**config.mk**
```make
export PLATFORM = sky130hd
export DESIGN_NAME = edit_string_tag_extractor
export DESIGN_NICKNAME = d
export VERILOG_FILES = /design/src/rtl/core/est_pkg.sv /design/src/rtl/core/est_core.sv /design/src/rtl/core/est_burst.sv /design/src/rtl/core/edit_string_tag_extractor.sv
export VERILOG_INCLUDE_DIRS = /design/src /design/src/rtl/core
export SDC_FILE = /design/constraint.sdc
export NUM_CORES = 1
export LEC_CHECK = 0
export BUFFER_PORTS_ARGS = -buffer_cell sky130_fd_sc_hd__buf_4
export CORE_MARGIN = 2
export CORE_UTILIZATION = 45
export CTS_CLUSTER_DIAMETER = 150
export DETAILED_ROUTE_END_ITERATION = 7
export PLACE_DENSITY_LB_ADDON = 0.15
export SETUP_SLACK_MARGIN = 0.5
export SYNTH_ARGS = -nofsm -noshare
export SYNTH_HDL_FRONTEND = slang
export SYNTH_SLANG_ARGS = --single-unit
```
**constraint.sdc**
```tcl
create_clock -name clock -period 5.2 [get_ports clock]
set_input_delay 0.52 -clock clock [delete_from_list [all_inputs] [get_ports clock]]
set_output_delay 0.52 -clock clock [all_outputs]
set_load 0.03 [all_outputs]
```
**src/rtl/core/assert_macros.svh**
```systemverilog
// assertion macros shared by the tag extractor modules
// expects signals named clock and reset in the module that uses them
`ifndef ASSERT_MACROS_SVH
`define ASSERT_MACROS_SVH

// property checked on every rising clock edge outside reset
`define EST_ASSERT(label, prop, msg) \
   label: assert property (@(posedge clock) disable iff (reset) (prop)) else $error(msg);

// antecedent implies consequent in the following cycle
`define EST_ASSERT_NEXT(label, ante, cons, msg) \
   label: assert property (@(posedge clock) disable iff (reset) (ante) |=> (cons)) \
      else $error(msg);

`endif

```
**src/rtl/core/est_pkg.sv**
```systemverilog
// types, character codes and helpers for the edit string tag extractor
// no dependencies
package est_pkg;

   localparam int TAG_LENGTH_DEF = 10;
   localparam int RUN_LENGTH_DEF = 6;

   localparam logic [7:0] CH_NUL   = 8'h00;
   localparam logic [7:0] CH_PAD   = 8'h4E;
   localparam logic [7:0] CH_T     = 8'h54;
   localparam logic [7:0] CH_MATCH = 8'h3D;
   localparam logic [7:0] CH_INS   = 8'h2B;
   localparam logic [7:0] CH_DEL   = 8'h2D;
   localparam logic [7:0] CH_SUB   = 8'h2A;

   typedef struct packed {
      logic [7:0] edit_char;
      logic       record_end;
   } req_type;

   typedef struct packed {
      logic [7:0] tag_char;
      logic       tag_last;
   } rsp_type;

   function automatic logic is_letter(input logic [7:0] c);
      return (c >= 8'h41 && c <= 8'h5A) || (c >= 8'h61 && c <= 8'h7A);
   endfunction

   function automatic logic [7:0] to_upper(input logic [7:0] c);
      logic [7:0] r;
      r = c;
      if (c >= 8'h61 && c <= 8'h7A) begin
         r = c - 8'h20;
      end
      return r;
   endfunction

endpackage

```
**src/rtl/core/est_core.sv**
```systemverilog
// edit op decode, read rebuild, t run search and tag capture state
// depends on est_pkg and assert_macros.svh
module est_core
   import est_pkg::*;
#(
   parameter int TAG_LENGTH = TAG_LENGTH_DEF,
   parameter int RUN_LENGTH = RUN_LENGTH_DEF
) (
   input  logic                        clock,
   input  logic                        reset,
   input  logic                        in_valid,
   input  req_type                     in_data,
   input  logic                        advance,
   output logic                        emit,
   output logic [TAG_LENGTH-1:0][7:0]  tags
);

   `include "assert_macros.svh"

   localparam int CNT_W  = $clog2(TAG_LENGTH + 1);
   localparam int TRUN_W = $clog2(RUN_LENGTH + 1);

   typedef enum logic [2:0] {
      MODE_NONE,
      MODE_MATCH,
      MODE_INS,
      MODE_DEL,
      MODE_SUB_SKIP,
      MODE_SUB_KEEP
   } mode_type;

   mode_type                    mode_ff, mode_in;
   logic [TRUN_W-1:0]           t_run_ff, t_run_in, t_inc;
   logic                        found_ff, found_in;
   logic [CNT_W-1:0]            cnt_ff, cnt_in;
   logic [TAG_LENGTH-1:0][7:0]  store_ff, store_in;
   logic                        keep;
   logic [7:0]                  c, u;

   assign c     = in_data.edit_char;
   assign u     = to_upper(c);
   assign t_inc = t_run_ff + TRUN_W'(1);

   always_comb begin
      mode_in  = mode_ff;
      t_run_in = t_run_ff;
      found_in = found_ff;
      cnt_in   = cnt_ff;
      store_in = store_ff;
      keep     = 1'b0;
      priority if (c == CH_NUL) begin
         mode_in = MODE_NONE;
      end else if (mode_ff == MODE_SUB_SKIP) begin
         mode_in = MODE_SUB_KEEP;
      end else if (mode_ff == MODE_SUB_KEEP) begin
         keep    = 1'b1;
         mode_in = MODE_NONE;
      end else if (c == CH_MATCH) begin
         mode_in = MODE_MATCH;
      end else if (c == CH_INS) begin
         mode_in = MODE_INS;
      end else if (c == CH_DEL) begin
         mode_in = MODE_DEL;
      end else if (c == CH_SUB) begin
         mode_in = MODE_SUB_SKIP;
      end else if (is_letter(c)) begin
         keep = (mode_ff == MODE_MATCH) || (mode_ff == MODE_INS);
      end else begin
         mode_in = MODE_NONE;
      end

      if (keep) begin
         if (found_ff) begin
            if (cnt_ff < CNT_W'(TAG_LENGTH)) begin
               for (int k = 0; k < TAG_LENGTH; k++) begin
                  if (cnt_ff == CNT_W'(k)) begin
                     store_in[k] = u;
                  end
               end
               cnt_in = cnt_ff + CNT_W'(1);
            end
         end else if (u == CH_T) begin
            if (t_inc >= TRUN_W'(RUN_LENGTH)) begin
               found_in = 1'b1;
               t_run_in = '0;
            end else begin
               t_run_in = t_inc;
            end
         end else begin
            t_run_in = '0;
         end
      end
   end

   // positions not captured read as pad
   always_comb begin
      for (int k = 0; k < TAG_LENGTH; k++) begin
         tags[k] = (CNT_W'(k) < cnt_in) ? store_in[k] : CH_PAD;
      end
   end

   assign emit = in_valid && in_data.record_end && found_in && (tags[0] != CH_PAD);

   always_ff @(posedge clock) begin
      if (reset) begin
         mode_ff  <= MODE_NONE;
         t_run_ff <= '0;
         found_ff <= 1'b0;
         cnt_ff   <= '0;
      end else if (advance) begin
         if (in_data.record_end) begin
            mode_ff  <= MODE_NONE;
            t_run_ff <= '0;
            found_ff <= 1'b0;
            cnt_ff   <= '0;
         end else begin
            mode_ff  <= mode_in;
            t_run_ff <= t_run_in;
            found_ff <= found_in;
            cnt_ff   <= cnt_in;
         end
      end
   end

   always_ff @(posedge clock) begin
      if (advance) begin
         store_ff <= store_in;
      end
   end

   `EST_ASSERT(a_cnt_range, cnt_ff <= CNT_W'(TAG_LENGTH), "capture count out of range")
   `EST_ASSERT(a_cnt_needs_run, !found_ff -> (cnt_ff == '0), "capture before run found")
   `EST_ASSERT(a_run_range, t_run_ff < TRUN_W'(RUN_LENGTH), "t run count out of range")

endmodule

```
**src/rtl/core/est_burst.sv**
```systemverilog
// result buffer that shifts out one tag character per accepted word
// depends on est_pkg and assert_macros.svh
module est_burst
   import est_pkg::*;
#(
   parameter int TAG_LENGTH = TAG_LENGTH_DEF
) (
   input  logic                        clock,
   input  logic                        reset,
   input  logic                        load,
   input  logic [TAG_LENGTH-1:0][7:0]  tags,
   output logic                        free,
   output logic                        rsp_valid,
   input  logic                        rsp_ready,
   output rsp_type                     rsp_data
);

   `include "assert_macros.svh"

   localparam int CNT_W = $clog2(TAG_LENGTH + 1);

   logic [CNT_W-1:0]            rem_ff;
   logic [TAG_LENGTH-1:0][7:0]  buf_ff, buf_in;
   logic                        take;

   assign rsp_valid         = rem_ff != '0;
   assign take              = rsp_valid && rsp_ready;
   assign rsp_data.tag_char = buf_ff[0];
   assign rsp_data.tag_last = rem_ff == CNT_W'(1);
   assign free              = (rem_ff == '0) || ((rem_ff == CNT_W'(1)) && rsp_ready);

   always_comb begin
      buf_in = buf_ff;
      for (int k = 0; k < TAG_LENGTH - 1; k++) begin
         buf_in[k] = buf_ff[k+1];
      end
   end

   always_ff @(posedge clock) begin
      if (reset) begin
         rem_ff <= '0;
      end else if (load) begin
         rem_ff <= CNT_W'(TAG_LENGTH);
      end else if (take) begin
         rem_ff <= rem_ff - CNT_W'(1);
      end
   end

   always_ff @(posedge clock) begin
      if (load) begin
         buf_ff <= tags;
      end else if (take) begin
         buf_ff <= buf_in;
      end
   end

   `EST_ASSERT(a_rem_range, rem_ff <= CNT_W'(TAG_LENGTH), "burst count out of range")
   `EST_ASSERT(a_load_free, load -> free, "burst loaded while busy")
   `EST_ASSERT_NEXT(a_last_ends, take && rsp_data.tag_last,
      (rem_ff == '0) || (rem_ff == CNT_W'(TAG_LENGTH)), "burst did not end after last word")

endmodule

```
**src/rtl/core/edit_string_tag_extractor.sv**
```systemverilog
// channel  dir  handshake            payload
// req      in   req_valid/req_ready  edit_char, record_end
// rsp      out  rsp_valid/rsp_ready  tag_char, tag_last
// one character per cycle unless a burst stall holds the input register; a character
// goes from the input register to the state registers, and a yielding record end
// loads a ten word burst, shifted out one word a cycle while rsp_ready is high
// a second yielding record end stalls only while the previous burst still drains
// synchronous active high reset clears all control state; no clearing pass
// depends on est_pkg, est_core and est_burst
module edit_string_tag_extractor
   import est_pkg::*;
#(
   parameter int TAG_LENGTH = TAG_LENGTH_DEF,
   parameter int RUN_LENGTH = RUN_LENGTH_DEF
) (
   input  logic     clock,
   input  logic     reset,
   input  logic     req_valid,
   output logic     req_ready,
   input  req_type  req_data,
   output logic     rsp_valid,
   input  logic     rsp_ready,
   output rsp_type  rsp_data
);

   logic                        in_valid_ff;
   req_type                     in_data_ff;
   logic                        emit, free, advance;
   logic [TAG_LENGTH-1:0][7:0]  tags;

   assign advance   = in_valid_ff && (!emit || free);
   assign req_ready = !in_valid_ff || advance;

   always_ff @(posedge clock) begin
      if (reset) begin
         in_valid_ff <= 1'b0;
      end else if (req_ready) begin
         in_valid_ff <= req_valid;
      end
   end

   always_ff @(posedge clock) begin
      if (req_valid && req_ready) begin
         in_data_ff <= req_data;
      end
   end

   est_core #(
      .TAG_LENGTH (TAG_LENGTH),
      .RUN_LENGTH (RUN_LENGTH)
   ) u_core (
      .clock    (clock),
      .reset    (reset),
      .in_valid (in_valid_ff),
      .in_data  (in_data_ff),
      .advance  (advance),
      .emit     (emit),
      .tags     (tags)
   );

   est_burst #(
      .TAG_LENGTH (TAG_LENGTH)
   ) u_burst (
      .clock     (clock),
      .reset     (reset),
      .load      (advance && emit),
      .tags      (tags),
      .free      (free),
      .rsp_valid (rsp_valid),
      .rsp_ready (rsp_ready),
      .rsp_data  (rsp_data)
   );

endmodule
```
==> metrics.txt, run 1 <==
# TYPE chip_impl_metric gauge
chip_impl_metric{name="number_of_instances_on_the_worst_hold_path",unit=""} 1
chip_impl_info{name="hold_path.startpoint",value="req_data[8]"} 1
chip_impl_info{name="path_cells",value="and3b_1 -> o211a_1 -> nor4_4 -> a21oi_1 -> nor4_4 -> buf_4 -> nand2_1 -> buf_4"} 1
chip_impl_metric{name="cts.path.max_buffers",unit=""} 2
chip_impl_metric{name="setup_total_negative_slack",unit="ns"} 0
chip_impl_metric{name="boundaryPins",unit=""} 24
chip_impl_metric{name="detailed_route_drc_error_count",unit=""} 0
chip_impl_info{name="root_buffer",value="clkbuf_16"} 1
chip_impl_metric{name="core-area",unit="µm²"} 19400
chip_impl_metric{name="synth_simple_gate_area_frac",unit=""} 0.100
chip_impl_metric{name="grt_pass1_vias",unit=""} 5633
chip_impl_metric{name="grt_antenna_before_repair",unit=""} 1
chip_impl_metric{name="synthesis.area",unit="µm²"} 8860
chip_impl_metric{name="preCtsSetupSlack",unit="ns"} 1.22
chip_impl_metric{name="drtPass1Iterations",unit=""} 5
chip_impl_metric{name="vdd.ir_drop.worst",unit="mV"} 0.240
chip_impl_metric{name="post_cts.resized_instances",unit=""} 0
chip_impl_info{name="layout.cells.most_common",value="edfxtp_1"} 1
chip_impl_info{name="cts_tree",value="done"} 1
chip_impl_metric{name="syn_to_final_growth",unit="%"} 10.5
chip_impl_metric{name="critPathMaxStageDelay",unit="ns"} 0.88
chip_impl_metric{name="drt-vias-per-instance",unit=""} 5.78
chip_impl_metric{name="synthArstFlopShare",unit=""} 0
chip_impl_info{name="crit_path_end_kind",value="output port"} 1
chip_impl_metric{name="power.internal",unit="mW"} 2.45
chip_impl_metric{name="p_switching",unit="mW"} 0.851
chip_impl_metric{name="globalRouteOverflowTotal",unit=""} 0
chip_impl_metric{name="power.static_leakage",unit="nW"} 2.82
chip_impl_metric{name="wire_length_of_the_first_global_routing_pass",unit="µm"} 31600
chip_impl_metric{name="floorplan.die.width",unit="µm"} 144
chip_impl_metric{name="routedWlPerCell",unit="µm"} 20.9
chip_impl_metric{name="place.detailed.hpwl",unit="µm"} 12700
chip_impl_metric{name="post-route-min-period",unit="ns"} 4.09
chip_impl_metric{name="timing_worst_slew_pin_value",unit="ns"} 1.05
chip_impl_metric{name="clockPowerShare",unit=""} 0.380
chip_impl_metric{name="port-buffer-count",unit=""} 23
chip_impl_info{name="cp_slowest_cell",value="edfxtp_1"} 1
chip_impl_info{name="rsz0062_at_grt",value="false"} 1
chip_impl_info{name="postSynth.topFlopCell",value="edfxtp_1"} 1
chip_impl_metric{name="power.sequential.fraction",unit=""} 0.527
chip_impl_metric{name="finalNetCount",unit=""} 707
chip_impl_metric{name="floorplan.rows",unit=""} 51
chip_impl_metric{name="synth.yosys.seq_area_share",unit=""} 0.609
chip_impl_metric{name="synth_xor_area_frac",unit=""} 0.00593
chip_impl_metric{name="gr-usage-all-layers",unit=""} 0.202
chip_impl_metric{name="netlist_instances",unit=""} 680
chip_impl_metric{name="power_density",unit="nW/µm²"} 337
chip_impl_metric{name="final_hold_viol_count",unit=""} 0
chip_impl_metric{name="postSynthRegisterBits",unit=""} 185
chip_impl_metric{name="cts_sinks",unit=""} 185
chip_impl_metric{name="timing.final.setup_violations",unit=""} 0
chip_impl_metric{name="mappedNetlistNets",unit=""} 703
chip_impl_metric{name="power.share.combinational",unit=""} 0.093
chip_impl_metric{name="min_period_over_period",unit=""} 0.787
chip_impl_metric{name="worst_path_setup_slack_after_routing",unit="ns"} 1.11
chip_impl_metric{name="reg2reg_setup_slack",unit="ns"} 1.20
chip_impl_info{name="worst_r2r_startpoint",value="in_data_ff[2]"} 1
chip_impl_metric{name="clk_latency",unit="ns"} 0.43
chip_impl_metric{name="synthAdderAreaFrac",unit=""} 0.0141
chip_impl_metric{name="yosys-mux-area-fraction",unit=""} 0.107
chip_impl_info{name="synth_top_family_by_area",value="compound AO/OA/AOI/OAI gates"} 1
chip_impl_metric{name="drt_iter0_drc",unit=""} 516
chip_impl_metric{name="via_count",unit=""} 5564
chip_impl_metric{name="utilization",unit=""} 0.505
chip_impl_metric{name="synth_compound_area_frac",unit=""} 0.126
chip_impl_metric{name="numCtsBuffers",unit=""} 17
chip_impl_metric{name="clock_skew",unit="ns"} 0.0170
chip_impl_metric{name="cts_post_setup_buffers_inserted",unit=""} 0
chip_impl_metric{name="drv_slew",unit=""} 0
chip_impl_metric{name="n_fill_cell",unit=""} 1730
chip_impl_metric{name="clk_pin_slew",unit="ns"} 0.07
chip_impl_metric{name="ctsHoldBuffers",unit=""} 0
chip_impl_metric{name="synth.top_cell.area_share",unit=""} 0.573
chip_impl_metric{name="yosys.cell_types.count",unit=""} 65
chip_impl_metric{name="maximum_number_of_pins_on_one_net_before_global_route_repair",unit=""} 73
chip_impl_metric{name="cts-htree-levels",unit=""} 4
chip_impl_metric{name="initial_utilization",unit=""} 0.457
chip_impl_info{name="hold_end",value="in_data_ff[8]"} 1
chip_impl_info{name="worstHoldPathType",value="input port to flip-flop"} 1
chip_impl_metric{name="sw_frac_of_total",unit=""} 0.258
chip_impl_metric{name="remaining_number_of_nets_flagged_by_the_antenna_check_after_routing",unit=""} 0
chip_impl_info{name="r2r-end",value="u_burst.buf_ff[76]"} 1
chip_impl_info{name="final_cell_mix",value="edfxtp_1, mux2_2, nor2_1"} 1
chip_impl_metric{name="globalplace.congestion",unit=""} 0.879
chip_impl_metric{name="timing.critical_path.required",unit="ns"} 4.68
chip_impl_info{name="synth.area.top_cells",value="edfxtp_1, mux2_2, dfxtp_1"} 1
chip_impl_metric{name="synth_edf_count",unit=""} 169
chip_impl_metric{name="crit_fanout",unit=""} 29
chip_impl_metric{name="totalWireLength",unit="µm"} 20200
chip_impl_info{name="worst_setup_path_start_kind",value="flip-flop"} 1
chip_impl_metric{name="dieHeight",unit="µm"} 144
chip_impl_info{name="synth_top_area_cell",value="edfxtp_1"} 1
chip_impl_metric{name="drive_gt1_frac",unit=""} 0.201
chip_impl_metric{name="p_total",unit="mW"} 3.30
chip_impl_info{name="run_status",value="complete, no violations"} 1
chip_impl_metric{name="num_antenna_cells",unit=""} 0
chip_impl_info{name="setup.worst_path.class",value="flip-flop to output port"} 1
chip_impl_metric{name="postSynthAreaPerCell",unit="µm²"} 13.0
chip_impl_metric{name="cp_data_arrival_time",unit="ns"} 3.57
chip_impl_metric{name="max_slew_margin",unit=""} 0.301
chip_impl_metric{name="synth.yosys.warnings",unit=""} 0
chip_impl_metric{name="worstRegToRegCells",unit=""} 9
chip_impl_metric{name="timing.fmax",unit="GHz"} 0.244
chip_impl_metric{name="die-area",unit="µm²"} 20800
chip_impl_metric{name="timing.max_cap.violations",unit=""} 0
==> logic make-up after synthesis <==
kind of cell	Yosys count
compound gates	153
buf+inv	77
xor+xnor	6
flops	185
mux	86
fa+ha+maj	10
simple gates	163
==> layout make-up <==
cell class | count | area (µm²) | share of cell area
clock buffers | 17 | 425 | 0.0435
well taps | 265 | 332 | 0.0339
multi-input cells | 418 | 3150 | 0.322
clock inverters | 15 | 139 | 0.0142
inverters | 32 | 121 | 0.0124
repair buffers | 30 | 225 | 0.0230
flip-flops and latches | 185 | 5400 | 0.551
==> power groups by stage <==
stage	sequential, mW	combinational [mW]	clock (mW)
final	1.74	0.308	1.25
after detailed placement	1.77	0.313	0
after global routing	1.74	0.338	1.33
after CTS	1.74	0.315	1.27
after floorplan	1.76	0.219	0
after global placement	1.77	0.315	0
==> routing by layer <==
layer  global-route usage  part of all wire  vias up
met2                0.330              0.47      133
met5                    0                 0        -
met4               0.0557             0.013        0
met3               0.0354             0.040       20
li1                     -                 -     2613
met1                0.280              0.48     2798
==> how the worst max path moves through the flow <==
stage,startpoint,endpoint,slack (ns),cells past startpoint
after CTS,in_data_ff[2],req_ready,1.05,8
after global placement,in_data_ff[2],u_burst.buf_ff[79],1.32,8
after floorplan,in_data_ff[6],u_burst.buf_ff[10],0.76,10
final,in_data_ff[2],req_ready,1.11,8
after global routing,in_data_ff[2],req_ready,0.88,8
after detailed placement,in_data_ff[2],u_burst.buf_ff[77],1.22,9
==> Yosys cell counts, types with 12 or more instances <==
cell,instances
edfxtp_1,169
nand2b_1,13
o2bb2ai_1,17
inv_1,30
o21ai_0,21
mux2i_1,20
o22a_1,20
mux2_2,58
nand3_1,12
dfxtp_1,16
nor2_1,35
a21oi_1,26
nand4_1,12
clkbuf_1,28
nand2_1,34
nor3_1,13
==> metrics by stage <==
| step | hold slack, ns | instance area [µm²] | instances |
|---|---|---|---|
| detailed placement | 0.496 | 9220 | 930 |
| floorplan | 0.463 | 8860 | 680 |
| global placement | 0.477 | 9220 | 930 |
| CTS | 0.248 | 9790 | 962 |
| global route | 0.249 | 9790 | 962 |
| finish | 0.266 | 9790 | 962 |
==> registers in the layout, summed over array words and instances (netlist names) <==
signal            flops
u_core.store_ff      80
u_burst.buf_ff       72
u_core.found_ff       1
in_data_ff            9
u_core.mode_ff        3
u_burst.rem_ff        4
u_burst.rsp_data      8
u_core.t_run_ff       3
u_core.cnt_ff         4
in_valid_ff           1
==> critical path, delay by kind of cell, from the launching register on <==
kind	cells	cell delay [ns]
DFF	1	0.88
buffers and inverters	2	0.59
and+or+nand+nor	4	1.18
AOI/OAI and AO/OA	2	0.49
Note: power is estimated with default switching activity, not from simulation.
==> inputs of run 2 (changes only) <==
- clock period: 5.2 -> 3.8 ns (I/O delays scaled with it)
==> run 2 against run 1 <==
Sequential power grew 35%; global-route usage rose by 1.1 points; first-iteration DRC count down 21%; total power rose by 46%; clock-buffer cell count did not move; critical path depth rose by 1; final cell count is 3.3% higher; critical path type unchanged.
==> metrics.txt, run 2 (synthesis results as in run 1) <==
# TYPE chip_impl_metric gauge
chip_impl_metric{name="gr-usage-all-layers",unit=""} 0.213
chip_impl_metric{name="timing.max_cap.violations",unit=""} 0
chip_impl_metric{name="globalplace.congestion",unit=""} 0.861
chip_impl_metric{name="power_density",unit="nW/µm²"} 472
chip_impl_metric{name="syn_to_final_growth",unit="%"} 15.7
chip_impl_metric{name="initial_utilization",unit=""} 0.457
chip_impl_metric{name="wirelength_met1",unit="µm"} 9970
chip_impl_metric{name="drt_iter0_drc",unit=""} 408
chip_impl_metric{name="reg2reg_setup_slack",unit="ns"} 0.65
chip_impl_info{name="crit_path_end_kind",value="output port"} 1
chip_impl_metric{name="power.static_leakage",unit="nW"} 3.03
chip_impl_info{name="path_cells",value="buf_6 -> or3_1 -> nor2_4 -> o31ai_4 -> and4_1 -> nor4_4 -> buf_12 -> nand2_1 -> buf_4"} 1
chip_impl_metric{name="core-area",unit="µm²"} 19400
chip_impl_metric{name="setup_total_negative_slack",unit="ns"} 0
chip_impl_metric{name="timing.critical_path.required",unit="ns"} 3.42
chip_impl_metric{name="globalRouteOverflowTotal",unit=""} 0
chip_impl_metric{name="totalWireLength",unit="µm"} 21500
chip_impl_info{name="root_buffer",value="clkbuf_16"} 1
chip_impl_metric{name="via_count",unit=""} 5751
chip_impl_metric{name="post-route-min-period",unit="ns"} 3.24
chip_impl_metric{name="finalNetCount",unit=""} 739
chip_impl_info{name="final_cell_mix",value="edfxtp_1, mux2_2, buf_4"} 1
chip_impl_info{name="layout_top_registers",value="u_core.store_ff: 80 flops, u_burst.buf_ff: 72 flops, in_data_ff: 9 flops"} 1
chip_impl_metric{name="critical_path.n_buffers_inverters",unit=""} 3
chip_impl_metric{name="clock_skew",unit="ns"} 0.0132
chip_impl_metric{name="drtPass1Iterations",unit=""} 5
chip_impl_metric{name="timing.fmax",unit="GHz"} 0.309
chip_impl_info{name="cts_tree",value="done"} 1
chip_impl_metric{name="die-area",unit="µm²"} 20800
chip_impl_metric{name="largest_register_ff_count",unit=""} 80
chip_impl_info{name="run_status",value="complete, no violations"} 1
chip_impl_metric{name="cts.path.max_buffers",unit=""} 2
chip_impl_info{name="registers.top_by_ff_count",value="u_core.store_ff"} 1
chip_impl_metric{name="port-buffer-count",unit=""} 23
chip_impl_metric{name="floorplan.rows",unit=""} 51
chip_impl_metric{name="boundaryPins",unit=""} 24
chip_impl_metric{name="ctsHoldBuffers",unit=""} 0
chip_impl_metric{name="met2_length",unit="µm"} 10300
chip_impl_metric{name="clk_pin_slew",unit="ns"} 0.08
chip_impl_metric{name="cts_sinks",unit=""} 185
chip_impl_info{name="worstHoldPathType",value="input port to flip-flop"} 1
chip_impl_metric{name="timing_worst_slew_pin_value",unit="ns"} 0.960
chip_impl_metric{name="grt_antenna_before_repair",unit=""} 0
chip_impl_metric{name="grt_pass1_vias",unit=""} 5734
chip_impl_info{name="worst_setup_path_start_kind",value="flip-flop"} 1
chip_impl_metric{name="routedWlPerCell",unit="µm"} 21.6
chip_impl_metric{name="critPathMaxStageDelay",unit="ns"} 0.47
chip_impl_metric{name="drive_gt1_frac",unit=""} 0.246
chip_impl_metric{name="numCtsBuffers",unit=""} 17
chip_impl_info{name="dr.max_layer_used",value="met4"} 1
chip_impl_metric{name="max_slew_margin",unit=""} 0.356
chip_impl_metric{name="timing.final.setup_violations",unit=""} 0
chip_impl_metric{name="met3_wirelength",unit="µm"} 861
chip_impl_metric{name="num_antenna_cells",unit=""} 0
chip_impl_info{name="cp_slowest_cell",value="edfxtp_1"} 1
chip_impl_metric{name="detailed_route_drc_error_count",unit=""} 0
chip_impl_metric{name="clk_latency",unit="ns"} 0.43
chip_impl_metric{name="dieHeight",unit="µm"} 144
chip_impl_metric{name="drt-vias-per-instance",unit=""} 5.79
chip_impl_metric{name="min_period_over_period",unit=""} 0.852
chip_impl_info{name="layout.cells.most_common",value="edfxtp_1"} 1
chip_impl_metric{name="final_hold_viol_count",unit=""} 0
chip_impl_metric{name="hold_ws",unit="ns"} 0.118
chip_impl_metric{name="drv_slew",unit=""} 0
chip_impl_metric{name="remaining_number_of_nets_flagged_by_the_antenna_check_after_routing",unit=""} 0
chip_impl_metric{name="floorplan.die.width",unit="µm"} 144
chip_impl_metric{name="cp_data_arrival_time",unit="ns"} 2.86
chip_impl_info{name="setup.worst_path.class",value="flip-flop to output port"} 1
chip_impl_metric{name="crit_fanout",unit=""} 15
chip_impl_info{name="category_of_cells_accounting_for_the_largest_share_of_critical_path_delay",value="simple AND/OR/NAND/NOR gates"} 1
chip_impl_metric{name="vdd.ir_drop.worst",unit="mV"} 0.362
chip_impl_metric{name="wire_length_of_the_first_global_routing_pass",unit="µm"} 33100
chip_impl_metric{name="place.detailed.hpwl",unit="µm"} 13500
chip_impl_info{name="rsz0062_at_grt",value="true"} 1
chip_impl_metric{name="cts-htree-levels",unit=""} 4
chip_impl_metric{name="maximum_number_of_pins_on_one_net_before_global_route_repair",unit=""} 73
## run 2: changes by cell type in the layout (fill, tap and decap cells not counted), sizes merged
cell | before | now
bufinv | 1 | 5
inv | 38 | 39
buf | 30 | 61
clkinv | 6 | 1
clkbuf | 17 | 18
## run 2: per-stage QoR
| stage | instances | util | worst slack, ns | total power [mW] | instance area, µm² |
|---|---|---|---|---|---|
| floorplan | 680 | - | 0.557 | 2.69 | 8870 |
| global placement | 950 | 0.484 | 0.444 | 2.86 | 9390 |
| detailed placement | 950 | 0.484 | 0.366 | 2.87 | 9390 |
| CTS | 985 | 0.521 | 0.390 | 4.86 | 10100 |
| global route | 994 | 0.528 | 0.458 | 5.00 | 10200 |
| finish | 994 | 0.528 | 0.563 | 4.83 | 10200 |
## run 2: cell type report
class	instances	area [µm²]
clock buffers	17	425
multi-input cells	418	3210
clock inverters	15	235
inverters	32	125
fillers	1698	9150
flip-flops and latches	185	5400
well taps	265	332
repair buffers	62	527
## run 2: worst paths after layout
kind / start / to / depth (start not counted)
worst max-delay path: in_data_ff[3] / req_ready / 9
worst min-delay path: req_data[1] / in_data_ff[1] / 1
worst max register to register: in_data_ff[3] / u_burst.buf_ff[63] / 9
worst min register to register: u_core.t_run_ff[2] / u_core.t_run_ff[2] / 2
## run 2: timing repair
| action | in CTS | in global routing |
|---|---|---|
| resized for setup | 7 | 13 |
| setup endpoints to repair | 88 | 222 |
| pin swaps | 3 | 5 |
| cloned | 0 | 1 |
| setup buffers | 3 | 8 |
## run 2: report_power, final
part	leakage, nW	internal (mW)	switching [mW]
combinational	1.51	0.120	0.359
sequential	1.20	2.33	0.0265
clock	0.317	1.19	0.815
total	3.03	3.63	1.20
## run 2: worst reg2reg max path, cell delays in order, from the launching register on
cell      delay, ns
edfxtp_1       0.47
buf_6          0.22
or3_1          0.40
nor2_4         0.15
o31ai_4        0.11
and4_1         0.22
nor4_4         0.38
buf_4          0.18
nand2_2        0.12
nand2_8        0.44
## run 2: routing by layer
layer  up-vias  track usage
li1       2683            -
met1      2918        0.290
met2       130        0.350
met3        20       0.0417
met4         0       0.0608
met5         -            0
